$ cat src/rtl/jsfe_pkg.sv
package jsfe_pkg;

	// Longest key the match window supports.
	localparam int KEY_BYTES = 8;

	localparam int CFG_DATA_W = 64;
	localparam int CFG_INDEX_W = 2;

	localparam logic [CFG_INDEX_W-1:0] REG_KEY_TEXT = 2'd0;
	localparam logic [CFG_INDEX_W-1:0] REG_KEY_LENGTH = 2'd1;
	localparam logic [CFG_INDEX_W-1:0] REG_OUT_CAPACITY = 2'd2;

	localparam logic [8:0] OUT_CAPACITY_RESET = 9'd16;

	localparam logic [1:0] KIND_VALUE = 2'd0;
	localparam logic [1:0] KIND_OK = 2'd1;
	localparam logic [1:0] KIND_FAIL = 2'd2;

	localparam logic [7:0] CH_QUOTE = 8'h22;
	localparam logic [7:0] CH_SPACE = 8'h20;
	localparam logic [7:0] CH_DEL = 8'h7F;

	typedef struct packed {
		logic shift;
		logic clear;
	} win_ctrl_t;

endpackage

$ cat src/rtl/jsfe_window.sv
module jsfe_window #(
	parameter int KEY_BYTES = jsfe_pkg::KEY_BYTES
) (
	input  logic                   clk,
	input  logic                   arst_n,
	input  jsfe_pkg::win_ctrl_t    ctrl,
	input  logic [7:0]             in_byte,
	input  logic [8*KEY_BYTES-1:0] key_text,
	input  logic [3:0]             key_length,
	output logic                   match
);

	localparam int WIN_DEPTH = KEY_BYTES + 2;
	localparam int SEEN_W = $clog2(WIN_DEPTH + 1);
	localparam int KLEN_W = $clog2(KEY_BYTES + 1);

	// Only the newest KEY_BYTES+1 stored bytes can ever take part in a compare.
	logic [7:0]        recent_q [KEY_BYTES+1];
	logic [SEEN_W-1:0] seen_q;
	logic [SEEN_W-1:0] seen_next;
	logic [7:0]        win [KEY_BYTES+2];
	logic [KLEN_W-1:0] klen;
	logic              match_k [KEY_BYTES+1];

	assign seen_next = (seen_q == SEEN_W'(WIN_DEPTH)) ? seen_q : seen_q + 1'b1;
	assign klen = (key_length > 4'(KEY_BYTES)) ? KLEN_W'(KEY_BYTES) : KLEN_W'(key_length);

	always_comb begin
		win[0] = in_byte;
		for (int j = 1; j < KEY_BYTES + 2; j++) begin
			win[j] = recent_q[j-1];
		end
	end

	// One candidate compare per possible key length; the configured length picks one.
	always_comb begin
		for (int k = 0; k <= KEY_BYTES; k++) begin
			match_k[k] = (seen_next >= SEEN_W'(k + 2)) && (win[0] == jsfe_pkg::CH_QUOTE)
				&& (win[k+1] == jsfe_pkg::CH_QUOTE);
			for (int i = 0; i < k; i++) begin
				match_k[k] = match_k[k] && (win[k-i] == key_text[8*i +: 8]);
			end
		end
	end

	assign match = match_k[klen];

	always_ff @(posedge clk or negedge arst_n) begin
		if (!arst_n) begin
			seen_q <= '0;
		end else if (ctrl.clear) begin
			seen_q <= '0;
		end else if (ctrl.shift) begin
			seen_q <= seen_next;
		end
	end

	always_ff @(posedge clk) begin
		if (ctrl.shift) begin
			recent_q[0] <= in_byte;
			for (int j = 1; j < KEY_BYTES + 1; j++) begin
				recent_q[j] <= recent_q[j-1];
			end
		end
	end

endmodule

$ cat src/rtl/json_string_field_extractor_top.sv
// Pulls the string value of one configured key out of a byte-wide document stream.
// Configuration: write key_text (index 0), key_length (index 1) and out_capacity
// (index 2) through cfg_valid/cfg_ready/cfg_index/cfg_data while the block is idle.
// cfg_ready is always high.
// Input channel: one document byte per beat on in_byte; a beat with end_of_doc set
// closes the document and starts the next one.
// Output channel: each beat carries result_kind (value byte, success or failure),
// value_byte and the running value_count. An input beat gives at most one output beat.
// Throughput is one byte per cycle while the receiver does not stall. A byte is
// registered in the input register when accepted and decoded into the output
// register once that register is free to take it.
// When the receiver stalls a valid beat, the output register holds it; an empty input
// register can still take one byte, then in_stall stays high until the output moves.
// Reset clears the key registers, sets out_capacity to 16 and returns the scanner
// to the key search with empty output and input registers.
module json_string_field_extractor_top #(
	parameter int KEY_BYTES = jsfe_pkg::KEY_BYTES
) (
	input  logic                              clk,
	input  logic                              arst_n,
	input  logic                              in_valid,
	output logic                              in_stall,
	input  logic [7:0]                        in_byte,
	input  logic                              end_of_doc,
	output logic                              out_valid,
	input  logic                              out_stall,
	output logic [1:0]                        result_kind,
	output logic [7:0]                        value_byte,
	output logic [7:0]                        value_count,
	input  logic                              cfg_valid,
	output logic                              cfg_ready,
	input  logic [jsfe_pkg::CFG_INDEX_W-1:0]  cfg_index,
	input  logic [jsfe_pkg::CFG_DATA_W-1:0]   cfg_data
);

	typedef enum logic [5:0] {
		PH_SEARCH = 6'b000001,
		PH_SKIP   = 6'b000010,
		PH_VALUE  = 6'b000100,
		PH_ESC    = 6'b001000,
		PH_HEX    = 6'b010000,
		PH_DONE   = 6'b100000
	} phase_t;

	localparam logic [7:0] CH_BSLASH = 8'h5C;
	localparam logic [7:0] CH_TAB = 8'h09;
	localparam logic [7:0] CH_COLON = 8'h3A;
	localparam logic [7:0] CH_U = 8'h75;
	localparam logic [7:0] CH_N = 8'h6E;
	localparam logic [7:0] CH_T = 8'h74;

	function automatic logic [7:0] clean_byte(input logic [7:0] b);
		clean_byte = (b < jsfe_pkg::CH_SPACE || b == jsfe_pkg::CH_DEL) ? jsfe_pkg::CH_SPACE : b;
	endfunction

	function automatic logic is_hex(input logic [7:0] b);
		is_hex = (b >= 8'h30 && b <= 8'h39) || (b >= 8'h61 && b <= 8'h66)
			|| (b >= 8'h41 && b <= 8'h46);
	endfunction

	logic [8*KEY_BYTES-1:0] key_text_q;
	logic [3:0]             key_length_q;
	logic [8:0]             capacity_q;

	logic       valid_s1;
	logic [7:0] byte_s1;
	logic       eod_s1;

	phase_t     phase_q, phase_next;
	logic [7:0] emitted_q, emitted_next;
	logic [1:0] hex_q, hex_next;

	logic       out_valid_q;
	logic [1:0] kind_q;
	logic [7:0] vbyte_q;
	logic [7:0] count_q;

	logic       out_free;
	logic       fire;
	logic       accept;
	logic       match;
	logic       emit_req;
	logic [7:0] emit_byte;
	logic       can_emit;
	logic       res_valid;
	logic [1:0] res_kind;
	logic [7:0] res_byte;
	logic [7:0] res_count;

	jsfe_pkg::win_ctrl_t win_ctrl;

	assign out_free = !out_valid_q || !out_stall;
	assign fire = valid_s1 && out_free;
	assign in_stall = valid_s1 && !out_free;
	assign accept = in_valid && !in_stall;
	assign cfg_ready = 1'b1;

	assign win_ctrl.shift = fire && !eod_s1 && (phase_q == PH_SEARCH);
	assign win_ctrl.clear = fire && eod_s1;

	jsfe_window #(
		.KEY_BYTES(KEY_BYTES)
	) u_window (
		.clk        (clk),
		.arst_n     (arst_n),
		.ctrl       (win_ctrl),
		.in_byte    (byte_s1),
		.key_text   (key_text_q),
		.key_length (key_length_q),
		.match      (match)
	);

	// The emit limit is both the buffer capacity and the 8-bit count.
	assign can_emit = (({1'b0, emitted_q} + 9'd1) < capacity_q) && (emitted_q != 8'hFF);

	always_comb begin
		phase_next = phase_q;
		emitted_next = emitted_q;
		hex_next = hex_q;
		emit_req = 1'b0;
		emit_byte = jsfe_pkg::CH_SPACE;
		res_valid = 1'b0;
		res_kind = jsfe_pkg::KIND_FAIL;
		res_byte = 8'h00;
		res_count = emitted_q;
		if (eod_s1) begin
			res_valid = (phase_q != PH_DONE);
			phase_next = PH_SEARCH;
			emitted_next = '0;
			hex_next = '0;
		end else begin
			case (phase_q)
				PH_SEARCH: begin
					if (match) begin
						phase_next = PH_SKIP;
					end
				end
				PH_SKIP: begin
					if (byte_s1 == jsfe_pkg::CH_QUOTE) begin
						phase_next = PH_VALUE;
					end else if (byte_s1 != jsfe_pkg::CH_SPACE && byte_s1 != CH_TAB
						&& byte_s1 != CH_COLON) begin
						res_valid = 1'b1;
						phase_next = PH_DONE;
					end
				end
				PH_VALUE: begin
					if (byte_s1 == jsfe_pkg::CH_QUOTE) begin
						res_valid = 1'b1;
						res_kind = jsfe_pkg::KIND_OK;
						phase_next = PH_DONE;
					end else if (byte_s1 == CH_BSLASH) begin
						phase_next = PH_ESC;
					end else begin
						emit_req = 1'b1;
						emit_byte = clean_byte(byte_s1);
					end
				end
				PH_ESC: begin
					if (byte_s1 == CH_U) begin
						hex_next = '0;
						phase_next = PH_HEX;
					end else begin
						phase_next = PH_VALUE;
						emit_req = 1'b1;
						emit_byte = (byte_s1 == CH_N || byte_s1 == CH_T) ? jsfe_pkg::CH_SPACE
							: clean_byte(byte_s1);
					end
				end
				PH_HEX: begin
					if (!is_hex(byte_s1)) begin
						res_valid = 1'b1;
						phase_next = PH_DONE;
					end else if (hex_q == 2'd3) begin
						// The fourth digit completes the escape, which stands as one space.
						hex_next = '0;
						phase_next = PH_VALUE;
						emit_req = 1'b1;
					end else begin
						hex_next = hex_q + 2'd1;
					end
				end
				PH_DONE: begin
				end
				default: begin
					phase_next = PH_DONE;
				end
			endcase
			if (emit_req && can_emit) begin
				emitted_next = emitted_q + 8'd1;
				res_valid = 1'b1;
				res_kind = jsfe_pkg::KIND_VALUE;
				res_byte = emit_byte;
				res_count = emitted_q + 8'd1;
			end
		end
	end

	always_ff @(posedge clk or negedge arst_n) begin
		if (!arst_n) begin
			key_text_q <= '0;
			key_length_q <= '0;
			capacity_q <= jsfe_pkg::OUT_CAPACITY_RESET;
		end else if (cfg_valid && cfg_ready) begin
			case (cfg_index)
				jsfe_pkg::REG_KEY_TEXT: key_text_q <= cfg_data[8*KEY_BYTES-1:0];
				jsfe_pkg::REG_KEY_LENGTH: key_length_q <= cfg_data[3:0];
				jsfe_pkg::REG_OUT_CAPACITY: capacity_q <= cfg_data[8:0];
				default: begin
				end
			endcase
		end
	end

	always_ff @(posedge clk or negedge arst_n) begin
		if (!arst_n) begin
			valid_s1 <= 1'b0;
		end else if (accept) begin
			valid_s1 <= 1'b1;
		end else if (fire) begin
			valid_s1 <= 1'b0;
		end
	end

	always_ff @(posedge clk) begin
		if (accept) begin
			byte_s1 <= in_byte;
			eod_s1 <= end_of_doc;
		end
	end

	always_ff @(posedge clk or negedge arst_n) begin
		if (!arst_n) begin
			phase_q <= PH_SEARCH;
			emitted_q <= '0;
			hex_q <= '0;
		end else if (fire) begin
			phase_q <= phase_next;
			emitted_q <= emitted_next;
			hex_q <= hex_next;
		end
	end

	always_ff @(posedge clk or negedge arst_n) begin
		if (!arst_n) begin
			out_valid_q <= 1'b0;
		end else if (out_free) begin
			out_valid_q <= fire && res_valid;
		end
	end

	always_ff @(posedge clk) begin
		if (fire && res_valid) begin
			kind_q <= res_kind;
			vbyte_q <= res_byte;
			count_q <= res_count;
		end
	end

	assign out_valid = out_valid_q;
	assign result_kind = kind_q;
	assign value_byte = vbyte_q;
	assign value_count = count_q;

endmodule

$ cat config.mk
export PLATFORM = sky130hd
export DESIGN_NAME = json_string_field_extractor_top
export DESIGN_NICKNAME = d
export VERILOG_FILES = /design/src/rtl/jsfe_pkg.sv /design/src/rtl/jsfe_window.sv /design/src/rtl/json_string_field_extractor_top.sv
export SDC_FILE = /design/constraint.sdc
export NUM_CORES = 1
export LEC_CHECK = 0
export BUFFER_PORTS_ARGS = -buffer_cell sky130_fd_sc_hd__buf_2
export CORE_MARGIN = 4
export CORE_UTILIZATION = 62
export DETAILED_ROUTE_END_ITERATION = 10
export PLACE_DENSITY = 0.82
export REMOVE_ABC_BUFFERS = 1
export SLEW_MARGIN = 20
export SYNTH_ARGS = -nofsm -noshare
export SYNTH_HDL_FRONTEND = slang
export SYNTH_SLANG_ARGS = --single-unit
$ cat constraint.sdc
create_clock -name clk -period 11.3 [get_ports clk]
set_input_delay 1.13 -clock clk [delete_from_list [all_inputs] [get_ports clk]]
set_output_delay 1.13 -clock clk [all_outputs]
set_load 0.01 [all_outputs]
; ---- Word-level counts from Yosys, hierarchy flattened
; Memory sizes are Yosys's and may differ from the RTL's.
; Cells that the tools add are included.
; Widths: inputs -> output; s select.
[totals]
ram_bits = 72
output_inout_bits = 21
memories = 1
register_bits = 126
[memory_table]
columns = name, words, width, read_ports, rd_clocked_by_memory_dff, wr, line
row1 = u_window.recent_q, 9, 8, 9, 0, 9, jsfe_window.sv:18  ; logic [7:0] recent_q [KEY_BYTES+1];
[op_classes]
bitwise_logic = 3
n_lt_le_gt_ge = 19
mux = 52
n_eq_ne = 73
reduce_logical = 89
addsub = 4
[op_table]
columns = op, count
row1 = $eq 8x8->1, 36
row2 = $eq 8x6->1 const B, 10
row3 = $logic_and 1x1->1, 68
row4 = $mux 8, 8
row5 = $mux 6, 8
row6 = $eq 8x7->1 const B, 5
row7 = $pmux 6 s6, 1
row8 = $mux 1, 18
row9 = $ge 4x3->1 const B, 4
row10 = $ge 8x7->1 const B, 2
row11 = $le 8x7->1 const B, 2
row12 = $mux 4, 4
row13 = $ne 8x6->1 const B, 2
row14 = $pmux 8 s2, 1
row15 = $mux 2, 7
row16 = $ge 4x4->1 const B, 3
row17 = $ne 4x4->1 const B, 3
row18 = $add 8x1->9 const B, 1
row19 = $lt 9x9->1, 1
row20 = $ne 3x3->1 const B, 3
row21 = $add 8x1->8 const B, 1
row22 = $ge 4x2->1 const B, 2
row23 = $ge 8x6->1 const B, 1
row24 = $le 8x6->1 const B, 1
row25 = 34 further kinds, 48

; ---- Longest topological paths before layout
; Gate-level depths: netlist (run 1).
[logic_depth]
ltp_word = 19
ltp_mapped = 14

; ---- Hierarchy
; Synthesis (run 1) repeated with hierarchy kept, for this count alone.
[unflattened]
cells_unflattened = 1057
area_unflattened_um2 = 11843.9
[by_module_without_submodules]
columns = module, n_inst, area_each_um2, cells_per_inst, seq_area_each_um2
row1 = jsfe_window, 1, 6292.3, 623, 2262.2
row2 = json_string_field_extractor_top, 1, 5551.6, 434, 3190.6

; ---- Least setup slack after synthesis (run 1)
; Ideal clock, no wire load.
[synth_path]
path_kind = input-to-reg
start = input port out_stall
end = register u_window.seen_q[0]
slack_ps = 7450
n_path_buf = 1
t_arrival_ps = 3717
path_stages = 8
required_ps = 11167
path_cell_list = nand2_1 > nand2_1 > or2_2 > clkbuf_1 > inv_1 > o21ai_0 > nand3_1 > o21ai_0
[synth_rtl]
columns = item, line
row1 = "start, declared", json_string_field_extractor_top.sv:26  ; input logic out_stall,
row2 = "end signal, assigned", jsfe_window.sv:54  ; seen_q <= seen_next;
row3 = "end, declared", jsfe_window.sv:19  ; logic [SEEN_W-1:0] seen_q;

; ---- Worst setup path in the final report (run 1)
[layout_path]
start = register emitted_q[0]
end = register vbyte_q[2], in the netlist value_byte[2] (enable)
[layout_between]
elab_chain_cells = 7
word_cells_on_any_way = 8
cone_classes = 1 x add/sub / 1 x order compare / 1 x eq/ne / 2 x mux / 3 x reduce/logical
[layout_rtl]
columns = item, line
row1 = "start, declared", json_string_field_extractor_top.sv:70  ; logic [7:0] emitted_q, emitted_next;
row2 = "start signal, assigned", json_string_field_extractor_top.sv:239  ; emitted_q <= emitted_next;
row3 = $add 8x1->9, json_string_field_extractor_top.sv:114  ; assign can_emit = (({1'b0, emitted_q} + 9'd1) < capacity_q) && (emitted_q != 8'hFF);
row4 = $lt 9x9->1, json_string_field_extractor_top.sv:114
row5 = $logic_and 1x1->1 (*), json_string_field_extractor_top.sv:114
row6 = $logic_and 1x1->1 (*), json_string_field_extractor_top.sv:189  ; if (emit_req && can_emit) begin
row7 = $mux 1 (*), json_string_field_extractor_top.sv:189
row8 = $mux 1 (*), json_string_field_extractor_top.sv:126  ; if (eod_s1) begin
row9 = $logic_and 1x1->1 (*), json_string_field_extractor_top.sv:253  ; if (fire && res_valid) begin
row10 = "end signal, assigned", json_string_field_extractor_top.sv:255  ; vbyte_q <= res_byte;
row11 = "end, declared", json_string_field_extractor_top.sv:75  ; logic [7:0] vbyte_q;
; Every way passes the cells marked *; elsewhere a longest branch is shown, timed or not.
; A chain may end at the register's enable or synchronous reset.

==> results.md, run 1 <==
- Status: completed
- Slowest stage cell, crit path: nor2_1
- Final net count: between 1000 and 1500
- P per Cell Area: around 170 mW/mm^2
- Post-Synthesis Cells: around 1100
- Clk root buf: clkbuf_16
- Later-pin clock latency in the skew report: 450 ps
- Netlist Area Pre-Place: 0.0118 sq mm
- DR pass1 iterations: 5
- Post-DP HPWL: 25.3 mm
- FMAX: approximately 260 MHz
- CTS tree: yes
- Gp weighted congestion: 1.04
- Port bufs: 99
- Chain of cells forming the critical path: ha_1 -> nand3_2 -> nor2_1 -> and3_1 -> ha_1 -> a2111oi_0 -> o211ai_1 -> buf_4 -> o2111a_1 -> nor2_1 -> buf_4
- Diodes inserted: 0
- Final Hold Viols: 0
- Vias in the first global route: 8847
- Iter 0 DRT Violations: between 1000 and 1500
- Synth Area per Inst: about 11 sq um
- Max_cap viols: 0
- Antenna violations before repair: 0
- Seq/Total Area, Yosys: approximately 46%
- Die Height: 146 um
- Required @ worst endpoint: about 11000 ps
- Post-synth top flop: edfxtp_1
- Tcrit/Tclk final: 33.8%
- WL final: ~36 mm
- Clk sinks: 198
- Die Wd: 146 um
- Fin area: 0.0128 sq mm
- Starting density of the core: 63.1%
- RSZ-0062 raised after global routing: no
- Clk slew on worst S/H paths: 80 ps
- Drt drc: 0
- Grt ovf: 0
- Row count: 50
- Hold Crit Depth: 1
- Worst path depth: 11
- Die area: around 0.021 sq mm
- Post-DP Area: 0.0122 sq mm
- Layout cells sized above 1: 19.8%
- Peak VDD IR: 132 uV
- Via count of the routed design: 8917
- Crit path largest cell delay: 560 ps
- Drt via density: 6.59
- FILL cells: 1403
- Average wire per standard cell: between 20 and 30 um
- CP Class: register to register
- Final Max Tran Viols: 0
- Synth cell types: 75
- Antenna-violating nets left: 0
- Skew final: a little over 8 ps
- CTS buffer count: 17
- Crit-path max FO: 15
- Startpoint Class: register
- Synth Register Bits: between 150 and 200
- Min-delay worst type: register to register
- First-pass GRT wire length: 54.5 mm
- Worst path arrival time: 3970 ps
- Async set or reset register ratio after synthesis: 50.0%
- Slew HR: 36.3%
- Setup crit end kind: register
- Syn. warnings: 0
- R2R depth: 11
- CTS-repair resized insts: 0
- CP Buf/Inv Count: 2
- Top delay family on crit path: simple AND/OR/NAND/NOR gates
- Top Ports: just over 100
- Largest net degree at the start of global routing: 74
- Clock Path Buffers: 2
- Count of final setup violators: 0
- Setup Buffers After CTS: 0
- Leakage Power: 4.81 nW
- Number of synthesized flops with an enable pin: 99
- Setup tns final: 0 ps
- Post-Route Utilization: 68.2%
- Area growth, synth to finish: 8.19%
- GRT Total Usage: between 30 and 40%
- Worst Max-Slew Pin Slew: 956 ps
- CTS Hold Bufs: 0
- Core Area: about 0.019 sq mm
- H-Tree Level Count: 4
- Final min period: ~3800 ps
cells in the mapped netlist (all sizes together), types with 5 or more instances:
cell    instances  share of area, %
nor4b           7              0.57
o22ai          10              0.53
xnor2         164                12
nand4          49               2.6
nand2          40               1.3
nor3           16              0.68
nor4           39               2.1
edfxtp         99                25
nor2b          16              0.85
ha             13               1.4
nand3          23               1.0
nand2b          7              0.37
buf            49               2.4
mux2           70               6.7
a21oi          13              0.55
inv            42               1.3
and3            5              0.26
nand3b          8              0.51
a22o            6              0.44
and2            9              0.48
nor3b           6              0.38
nor2           18              0.59
o21ai          37               1.6
dfrtp          97                21
clkbuf         51               1.6
xor2          111               8.2
a31oi           5              0.26
o31ai           7              0.49
cells in the final DEF (no fill, tap or decap), types with 22 or more instances in the layout:
cell,instances
nor4_1,39
buf_2,98
nand3_1,22
inv_1,41
nand2_1,40
xor2_1,111
xnor2_1,164
nand4_1,49
edfxtp_1,99
dfrtp_1,97
o21ai_0,36
mux2_2,70
flip-flops by register name, indices dropped and copies added, names as in the netlist, 6 cells and up:
| signal | count |
|---|---|
| emitted_q | 8 |
| value_byte | 8 |
| phase_q | 6 |
| key_text_q | 64 |
| u_window.recent_q | 72 |
| byte_s1 | 8 |
| value_count | 8 |
| capacity_q | 9 |
power breakdown:
group / internal [mW] / switching [mW] / total [mW]
combinational: 0.231 / 0.215 / 0.447
sequential: 0.858 / 0.228 / 1.09
clock: 0.319 / 0.307 / 0.626
total: 1.41 / 0.751 / 2.16
stage by stage:
| stage | setup slack, ps | std cells | hold slack (ps) | total power [mW] |
|---|---|---|---|---|
| final | 7480 | 1353 | 519 | 2.16 |
| after global placement | 7670 | 1321 | 490 | 1.51 |
| after detailed placement | 7500 | 1321 | 498 | 1.52 |
| after global routing | 7240 | 1353 | 531 | 2.24 |
| after CTS | 7470 | 1353 | 518 | 2.15 |
| after floorplan | 4560 | 983 | 461 | 1.33 |
path summary, 6_finish.rpt:
check                                           from                          end  slack (ps)
max                         emitted_q[0]$_DFFE_PN0P_  value_byte[2]$_SDFFCE_PP0P_        7480
min                        capacity_q[5]$_DFFE_PN0P_    capacity_q[5]$_DFFE_PN0P_         520
max reg2reg                 emitted_q[0]$_DFFE_PN0P_  value_byte[2]$_SDFFCE_PP0P_        7480
min reg2reg                capacity_q[5]$_DFFE_PN0P_    capacity_q[5]$_DFFE_PN0P_         520
max in group asynchronous                     arst_n   key_text_q[52]$_DFFE_PN0P_        9500
min in group asynchronous                     arst_n   key_text_q[33]$_DFFE_PN0P_         690
logic make-up after synthesis:
| family | count (synthesis) | synth area share (%) |
|---|---|---|
| xor+xnor | 275 | 20.3 |
| simple gates | 260 | 12.8 |
| flops | 198 | 46.1 |
| fa+ha+maj | 13 | 1.37 |
| mux | 70 | 6.66 |
| compound gates | 123 | 7.34 |
| buf+inv | 143 | 5.36 |
| other cells | 1 | 0.0317 |
cell type report:
class,count,area [sq um],share of cell area [%]
Tap cell,234,293,2.29
Inverter,43,161,1.26
Sequential cell,198,5450,42.6
Clock inverter,15,184,1.44
Timing Repair Buffer,104,536,4.18
Multi-Input combinational cell,742,5760,44.9
Clock buffer,17,425,3.32
layer usage:
metal | vias up | global-route usage [%] | wire, um
met5 | - | 0 | 0
met2 | 629 | 52.0 | 16200
met4 | 0 | 14.7 | 1680
met3 | 129 | 7.85 | 3920
li1 | 3859 | - | -
met1 | 4300 | 45.6 | 13800
(Power assumes the default switching activity.)
==> run 2: changes to the inputs <==
- CORE_UTILIZATION: 62 -> 61
- PLACE_DENSITY: 0.82 -> 0.81
- clock period: 11.3 -> 3.6 ns (I/O delays scaled with it)
==> run 2 against run 1 <==
  * The run now ends with hold timing left
  * Final area increased by 2.7%
  * Utilization increased by 1.4 points
  * Non-clock buffer count increased by 39
  * First-iteration DRC count decreased by 13%
  * Critical path depth decreased by 1
  * Hold slack got worse by 560 ps
  * Clock skew increased by 7.5 ps
  * Critical path type unchanged
  * Largest cell class unchanged
  * Highest routed layer unchanged
==> results.md, run 2 (synthesis gave the netlist of run 1 again) <==
- Slew HR: 38.9% (+2.6 points)
- Placed cells: 1386 (+4.9%)
- Flop2flop setup slack: 270 ps (-7210 ps)
- FMAX: 300 MHz (+15%)
- Clk root buf: clkbuf_16
- Layout cells sized above 1: 22.6% (+2.8 points)
- FF-to-FF End: value_byte[7]$_SDFFCE_PP0P_
- Failing checks: hold timing
- Slowest stage cell, crit path: dfrtp_1
- R2R depth: 10 (-1)
- Clock Path Buffers: 2 (unchanged)
- Largest net degree at the start of global routing: 81 (+9.5%)
- Max_cap viols: 0 (unchanged)
- CP Buf/Inv Count: 1 (-1)
- Final min period: 3330 ps (-488 ps)
- Chain of cells forming the critical path: ha_1 -> nand3_2 -> nor2_2 -> and3_1 -> ha_1 -> a2111oi_1 -> o211ai_1 -> o2111a_1 -> nor2_1 -> buf_4
- Worst Max-Slew Pin Slew: 917 ps (-39.6 ps)
- Count of final setup violators: 0 (unchanged)
- Worst R2R Start: emitted_q[0]$_DFFE_PN0P_
- CTS buffer count: 17 (unchanged)
- Iter 0 DRT Violations: 958 (-13%)
- Antenna-violating nets left: 0 (unchanged)
- H-Tree Level Count: 4 (unchanged)
- Tcrit/Tclk final: 92.5% (+59 points)
- Required @ worst endpoint: 3730 ps (-7720 ps)
- Clk slew on worst S/H paths: 80 ps (about the same)
- Clk sinks: 198 (unchanged)
- Die Wd: 147 um (+0.77%)
- CTS tree: yes
- Peak VDD IR: 395 uV (+200%)
- Final Max Tran Viols: 0 (unchanged)
- Starting density of the core: 62.7% (-0.42 points)
- Post-Layout Cell Count: 1418 (+4.8%)
- Startpoint Class: register
- Setup crit end kind: register
- Grt ovf: 0 (unchanged)
- Max reg flops: 72 (unchanged)
- DR pass1 iterations: 6 (+1)
- Diodes inserted: 0 (unchanged)
- Setup Buffers After CTS: 0 (unchanged)
- Min-delay worst type: primary input to asynchronous set/reset pin
- Row count: 50 (unchanged)
- First-pass GRT wire length: 56.4 mm (+3.5%)
- Average wire per standard cell: 25.9 um (-1.6%)
- Final Hold Viols: 53 (+53)
- Drt drc: 0 (unchanged)
- FILL cells: 1477 (+5.3%)
- P per Cell Area: 524 mW/mm^2 (+210%)
- Later-pin clock latency in the skew report: 450 ps (about the same)
- Leakage Power: 5.01 nW (+4.1%)
- Largest registers: u_window.recent_q x72, key_text_q x64, capacity_q x9
- Reg with most FFs: u_window.recent_q
- CP Class: register to register
- Cell mode on critical path: ha_1
- Post-Route Utilization: 69.6% (+1.4 points)
- Post-DP HPWL: 27.1 mm (+6.9%)
- Hold_ws: -38.0 ps (-557 ps)
- GRT Total Usage: 34.4% (+0.83 points)
- Top delay family on crit path: compound AO/OA/AOI/OAI gates
- Area growth, synth to finish: 11.1%
- Final net count: 1238 (+3.3%)
- Via count of the routed design: 8984 (+0.75%)
- Top Ports: 101 (unchanged)
- Port bufs: 99 (unchanged)
- Commonest non-fill, non-tap cells in the layout: 164 x xnor2_1, 111 x xor2_1, 99 x edfxtp_1
- Die Height: 147 um (+0.77%)
- Gp weighted congestion: 1.08 (+3.5%)
- Vias in the first global route: 9089 (+2.7%)
- Drt via density: 6.34 (-3.9%)
- Antenna violations before repair: 0 (unchanged)
- Most common cell after layout, fill and taps aside: xnor2_1
- Crit-path max FO: 18 (+3)
- WL final: 36.7 mm (+3.1%)
- Skew final: 15.5 ps (+7.49 ps)
- Crit path largest cell delay: 480 ps (-80 ps)
- Die area: 0.0217 sq mm (+1.6%)
- Core Area: 0.0189 sq mm (+0.67%)
- Status: finished, violations left
- Worst path arrival time: 3460 ps (-510 ps)
-- run 2: report_power, final --
part           total, mW  switching, mW  internal, mW
clock network       1.98           1.02         0.959
logic               1.65          0.864         0.788
registers           3.26          0.564          2.69
total               6.89           2.45          4.44
-- run 2: metal layers --
| layer | track usage (%) | share of wire (%) |
|---|---|---|
| met5 | 0 | 0 |
| met4 | 16.7 | 5.5 |
| met3 | 7.62 | 11 |
| met2 | 51.6 | 44 |
| met1 | 47.8 | 40 |
-- run 2: worst max-delay path by stage --
stage / start / endpoint / slack [ps] / depth (start not counted)
after floorplan: cfg_index[1] / key_text_q[0]$_DFFE_PN0P_ / -2370 / 2
after global placement: emitted_q[0]$_DFFE_PN0P_ / value_count[1]$_DFFE_PP_ / 400 / 10
after detailed placement: emitted_q[0]$_DFFE_PN0P_ / value_count[6]$_DFFE_PP_ / 180 / 10
after CTS: emitted_q[0]$_DFFE_PN0P_ / value_byte[7]$_SDFFCE_PP0P_ / 150 / 10
after global routing: emitted_q[0]$_DFFE_PN0P_ / value_byte[6]$_SDFFCE_PP0P_ / -0.02 / 10
final: emitted_q[0]$_DFFE_PN0P_ / value_byte[7]$_SDFFCE_PP0P_ / 270 / 10
-- run 2: through the flow --
stage               setup slack (ps)  cell area, sq um  TNS [ps]  power, mW
floorplan                      -2370             11400   -150780       4.18
global placement                 405             12500         0       4.86
detailed placement               181             12500         0       4.88
CTS                              149             13100         0       6.86
global route                 -0.0209             13200   -0.0351       7.16
finish                           270             13200         0       6.89
-- run 2: worst reg2reg max path: stages (launching register included) --
cell	delay (ps)
dfrtp_1	480
ha_1	310
nand3_2	190
nor2_2	260
and3_1	210
ha_1	250
a2111oi_1	440
o211ai_1	270
o2111a_1	220
nor2_1	100
buf_4	280
-- run 2: area by class of cell --
| cell class | count | area, sq um | area share, % |
|---|---|---|---|
| Tap cell | 260 | 325 | 2.47 |
| Timing Repair Buffer | 143 | 832 | 6.33 |
| Clock inverter | 15 | 195 | 1.48 |
| Inverter | 43 | 161 | 1.23 |
| Multi-Input combinational cell | 742 | 5760 | 43.8 |
| Sequential cell | 198 | 5450 | 41.5 |
| Clock buffer | 17 | 425 | 3.23 |
-- run 2: timing repair --
item / in CTS / in global routing
hold buffers: 0 / 0
resized for setup: 0 / 2
endpoints found under the setup margin: 0 / 29
==> run 3: changes to the inputs <==
- MAX_ROUTING_LAYER: not set -> met4
==> run 3 against run 2 <==
  * Non-clock buffer count increased by 11
  * Clock power shrank 3%
  * The run now ends clean
  * Clock-buffer cell count rose by 2
  * Sequential power is essentially flat
  * Largest cell class unchanged
  * Critical path depth grew 1
==> results.md, run 3 (synthesis gave the netlist of run 1 again) <==
- CP Buf/Inv Count: 1 (unchanged)
- Crit-path max FO: 12 (-6)
- Final min period: 3330 ps (+3.87 ps)
- Largest registers: u_window.recent_q x72, key_text_q x64, capacity_q x9
- Drt drc: 0 (unchanged)
- Largest net degree at the start of global routing: 73 (-9.9%)
- Die Height: 147 um (unchanged)
- R2R depth: 11 (+1)
- Worst Max-Slew Pin Slew: 969 ps (+52.3 ps)
- Dpl ws: 307 ps (+126 ps)
- Chain of cells forming the critical path: ha_1 -> nand3_2 -> nor2_1 -> and3_1 -> ha_1 -> a2111oi_0 -> o211ai_1 -> buf_4 -> nand2b_1 -> o31ai_1 -> a22o_1
- GRT Total Usage: 36.1% (+1.7 points)
- Clock Path Buffers: 2 (unchanged)
- P per Cell Area: 520 mW/mm^2 (-0.75%)
- Vias in the first global route: 9181 (+1.0%)
- Die Wd: 147 um (unchanged)
- Startpoint Class: register
- Required @ worst endpoint: 3980 ps (+250 ps)
- Pwr Total: 6.87 mW (-0.30%)
- Skew final: 12.2 ps (-3.37 ps)
- Clk sinks: 198 (unchanged)
- Diodes inserted: 0 (unchanged)
- Port bufs: 99 (unchanged)
- Area growth, synth to finish: 11.6%
- Peak VDD IR: 335 uV (-15%)
- Clk root buf: clkbuf_16
- Count of final setup violators: 0 (unchanged)
- Slew HR: 34.5% (-4.4 points)
- CTS-repair resized insts: 0 (unchanged)
- Fin area: 0.0132 sq mm (+0.46%)
- Tcrit/Tclk final: 92.6% (+0.11 points)
- Top delay family on crit path: compound AO/OA/AOI/OAI gates
- Die area: 0.0217 sq mm (unchanged)
- P_int: 4.50 mW (+1.3%)
- Iter 0 DRT Violations: 990 (+3.3%)
- H-Tree Level Count: 4 (unchanged)
- Starting density of the core: 62.7% (unchanged)
- Max_cap viols: 0 (unchanged)
- Layout cells sized above 1: 23.0% (+0.39 points)
- Crit path largest cell delay: 510 ps (+30 ps)
- DR pass1 iterations: 8 (+2)
- Commonest non-fill, non-tap cells in the layout: 164 x xnor2_1, 111 x xor2_1, 99 x edfxtp_1
- Most common cell after layout, fill and taps aside: xnor2_1
- Core Area: 0.0189 sq mm (unchanged)
- Row count: 50 (unchanged)
- WL final: 37.3 mm (+1.8%)
- Setup tns final: 0 ps (unchanged)
- CTS tree: yes
- Final Hold Viols: 0 (-100%)
- Status: completed
- Gp weighted congestion: 1.07 (-0.48%)
- Post-DP HPWL: 28.1 mm (+3.8%)
- Clk pwr share: 28.1% (-0.6 points)
- P_sw: 2.37 mW (-3.1%)
- Cell mode on critical path: ha_1
- Reg with most FFs: u_window.recent_q
- Post-DP Area: 0.0126 sq mm (+0.70%)
- Leakage Power: 5.06 nW (+1.0%)
- Final net count: 1249 (+0.89%)
- Comb pwr share: 24.4% (+0.4 points)
- Slowest stage cell, crit path: dfrtp_1
- Final Max Tran Viols: 0 (unchanged)
- Net switching fraction of the power: 34.5% (-1.0 points)
- Top Ports: 101 (unchanged)
- Min-delay worst type: primary input to register
- Max reg flops: 72 (unchanged)
- Flop2flop setup slack: 270 ps (about the same)
- Average wire per standard cell: 26.1 um (+1.0%)
- CTS buffer count: 17 (unchanged)
- Worst path arrival time: 3720 ps (+260 ps)
- Antenna violations before repair: 0 (unchanged)
- First-pass GRT wire length: 56.7 mm (+0.70%)
- Grt ovf: 0 (unchanged)
- Final Worst Setup Slack: 266 ps (-3.87 ps)
- Clk slew on worst S/H paths: 80 ps (about the same)
- Worst path depth: 11 (+1)
- Drt via density: 6.42 (+1.3%)
- Hold Crit Depth: 1
- CP Class: register to register
- FMAX: 300 MHz (-0.12%)
- Setup crit end kind: register
- RSZ-0062 raised after global routing: no
- Via count of the routed design: 9171 (+2.1%)
- Seq pwr share: 47.5% (+0.2 points)
- Antenna-violating nets left: 0 (unchanged)
- Later-pin clock latency in the skew report: 440 ps (about the same)
==> run 3: layer usage <==
metal / part of all wire, % / track usage [%] / vias to the layer above
met3: 11 / 8.85 / 129
met4: 5.0 / 16.3 / 0
met1: 38 / 47.1 / 4486
met2: 46 / 53.8 / 586
li1: - / - / 3970
met5: 0 / - / -
==> run 3: power by group through the flow <==
stage                     combinational (mW)  sequential (mW)  clock, mW
final                                   1.68             3.26       1.93
after global routing                    1.81             3.28       2.06
after CTS                               1.66             3.24       1.95
after detailed placement                1.64             3.28          0
after global placement                  1.61             3.28          0
after floorplan                         1.04             3.14          0
==> run 3: worst reg2reg max path: cells and delay by family, from the launching register on <==
family	cells	cell delay, ps
buf+inv	1	240
fa+ha+maj	2	540
flops	1	510
compound gates	4	1050
simple gates	4	930
==> run 3: timing repair <==
item,in CTS,in global routing
hold endpoints to repair,48,0
hold buffers,1,0
buffers inserted,0,0
==> run 3: layout make-up <==
type,count,area [sq um]
Multi-Input combinational cell,742,5760
Fill cell,1473,5680
Sequential cell,198,5450
Timing Repair Buffer,154,926
Clock buffer,19,433
Tap cell,260,325
Inverter,43,161
Clock inverter,13,158
==> run 3: metrics by stage <==
stage          util (%)  hold slack [ps]  cells
2_1_floorplan         -             64.4    983
3_3_place_gp       66.7              420   1396
3_5_place_dp       66.7              434   1396
4_1_cts            69.9             75.2   1429
5_1_grt            69.9             71.2   1429
6_report           69.9             88.4   1429
==> run 3: worst paths after layout <==
path | start | endpoint
setup / recovery | emitted_q[0]$_DFFE_PN0P_ | emitted_q[3]$_DFFE_PN0P_
hold / removal | in_byte[7] | byte_s1[7]$_DFFE_PP_
setup reg to reg | emitted_q[0]$_DFFE_PN0P_ | emitted_q[3]$_DFFE_PN0P_
hold reg to reg | u_window.recent_q[0][49]$_DFFE_PP_ | u_window.recent_q[0][57]$_DFFE_PP_
max in group asynchronous | arst_n | phase_q[0]$_DFFE_PN1P_
min in group asynchronous | arst_n | key_text_q[51]$_DFFE_PN0P_
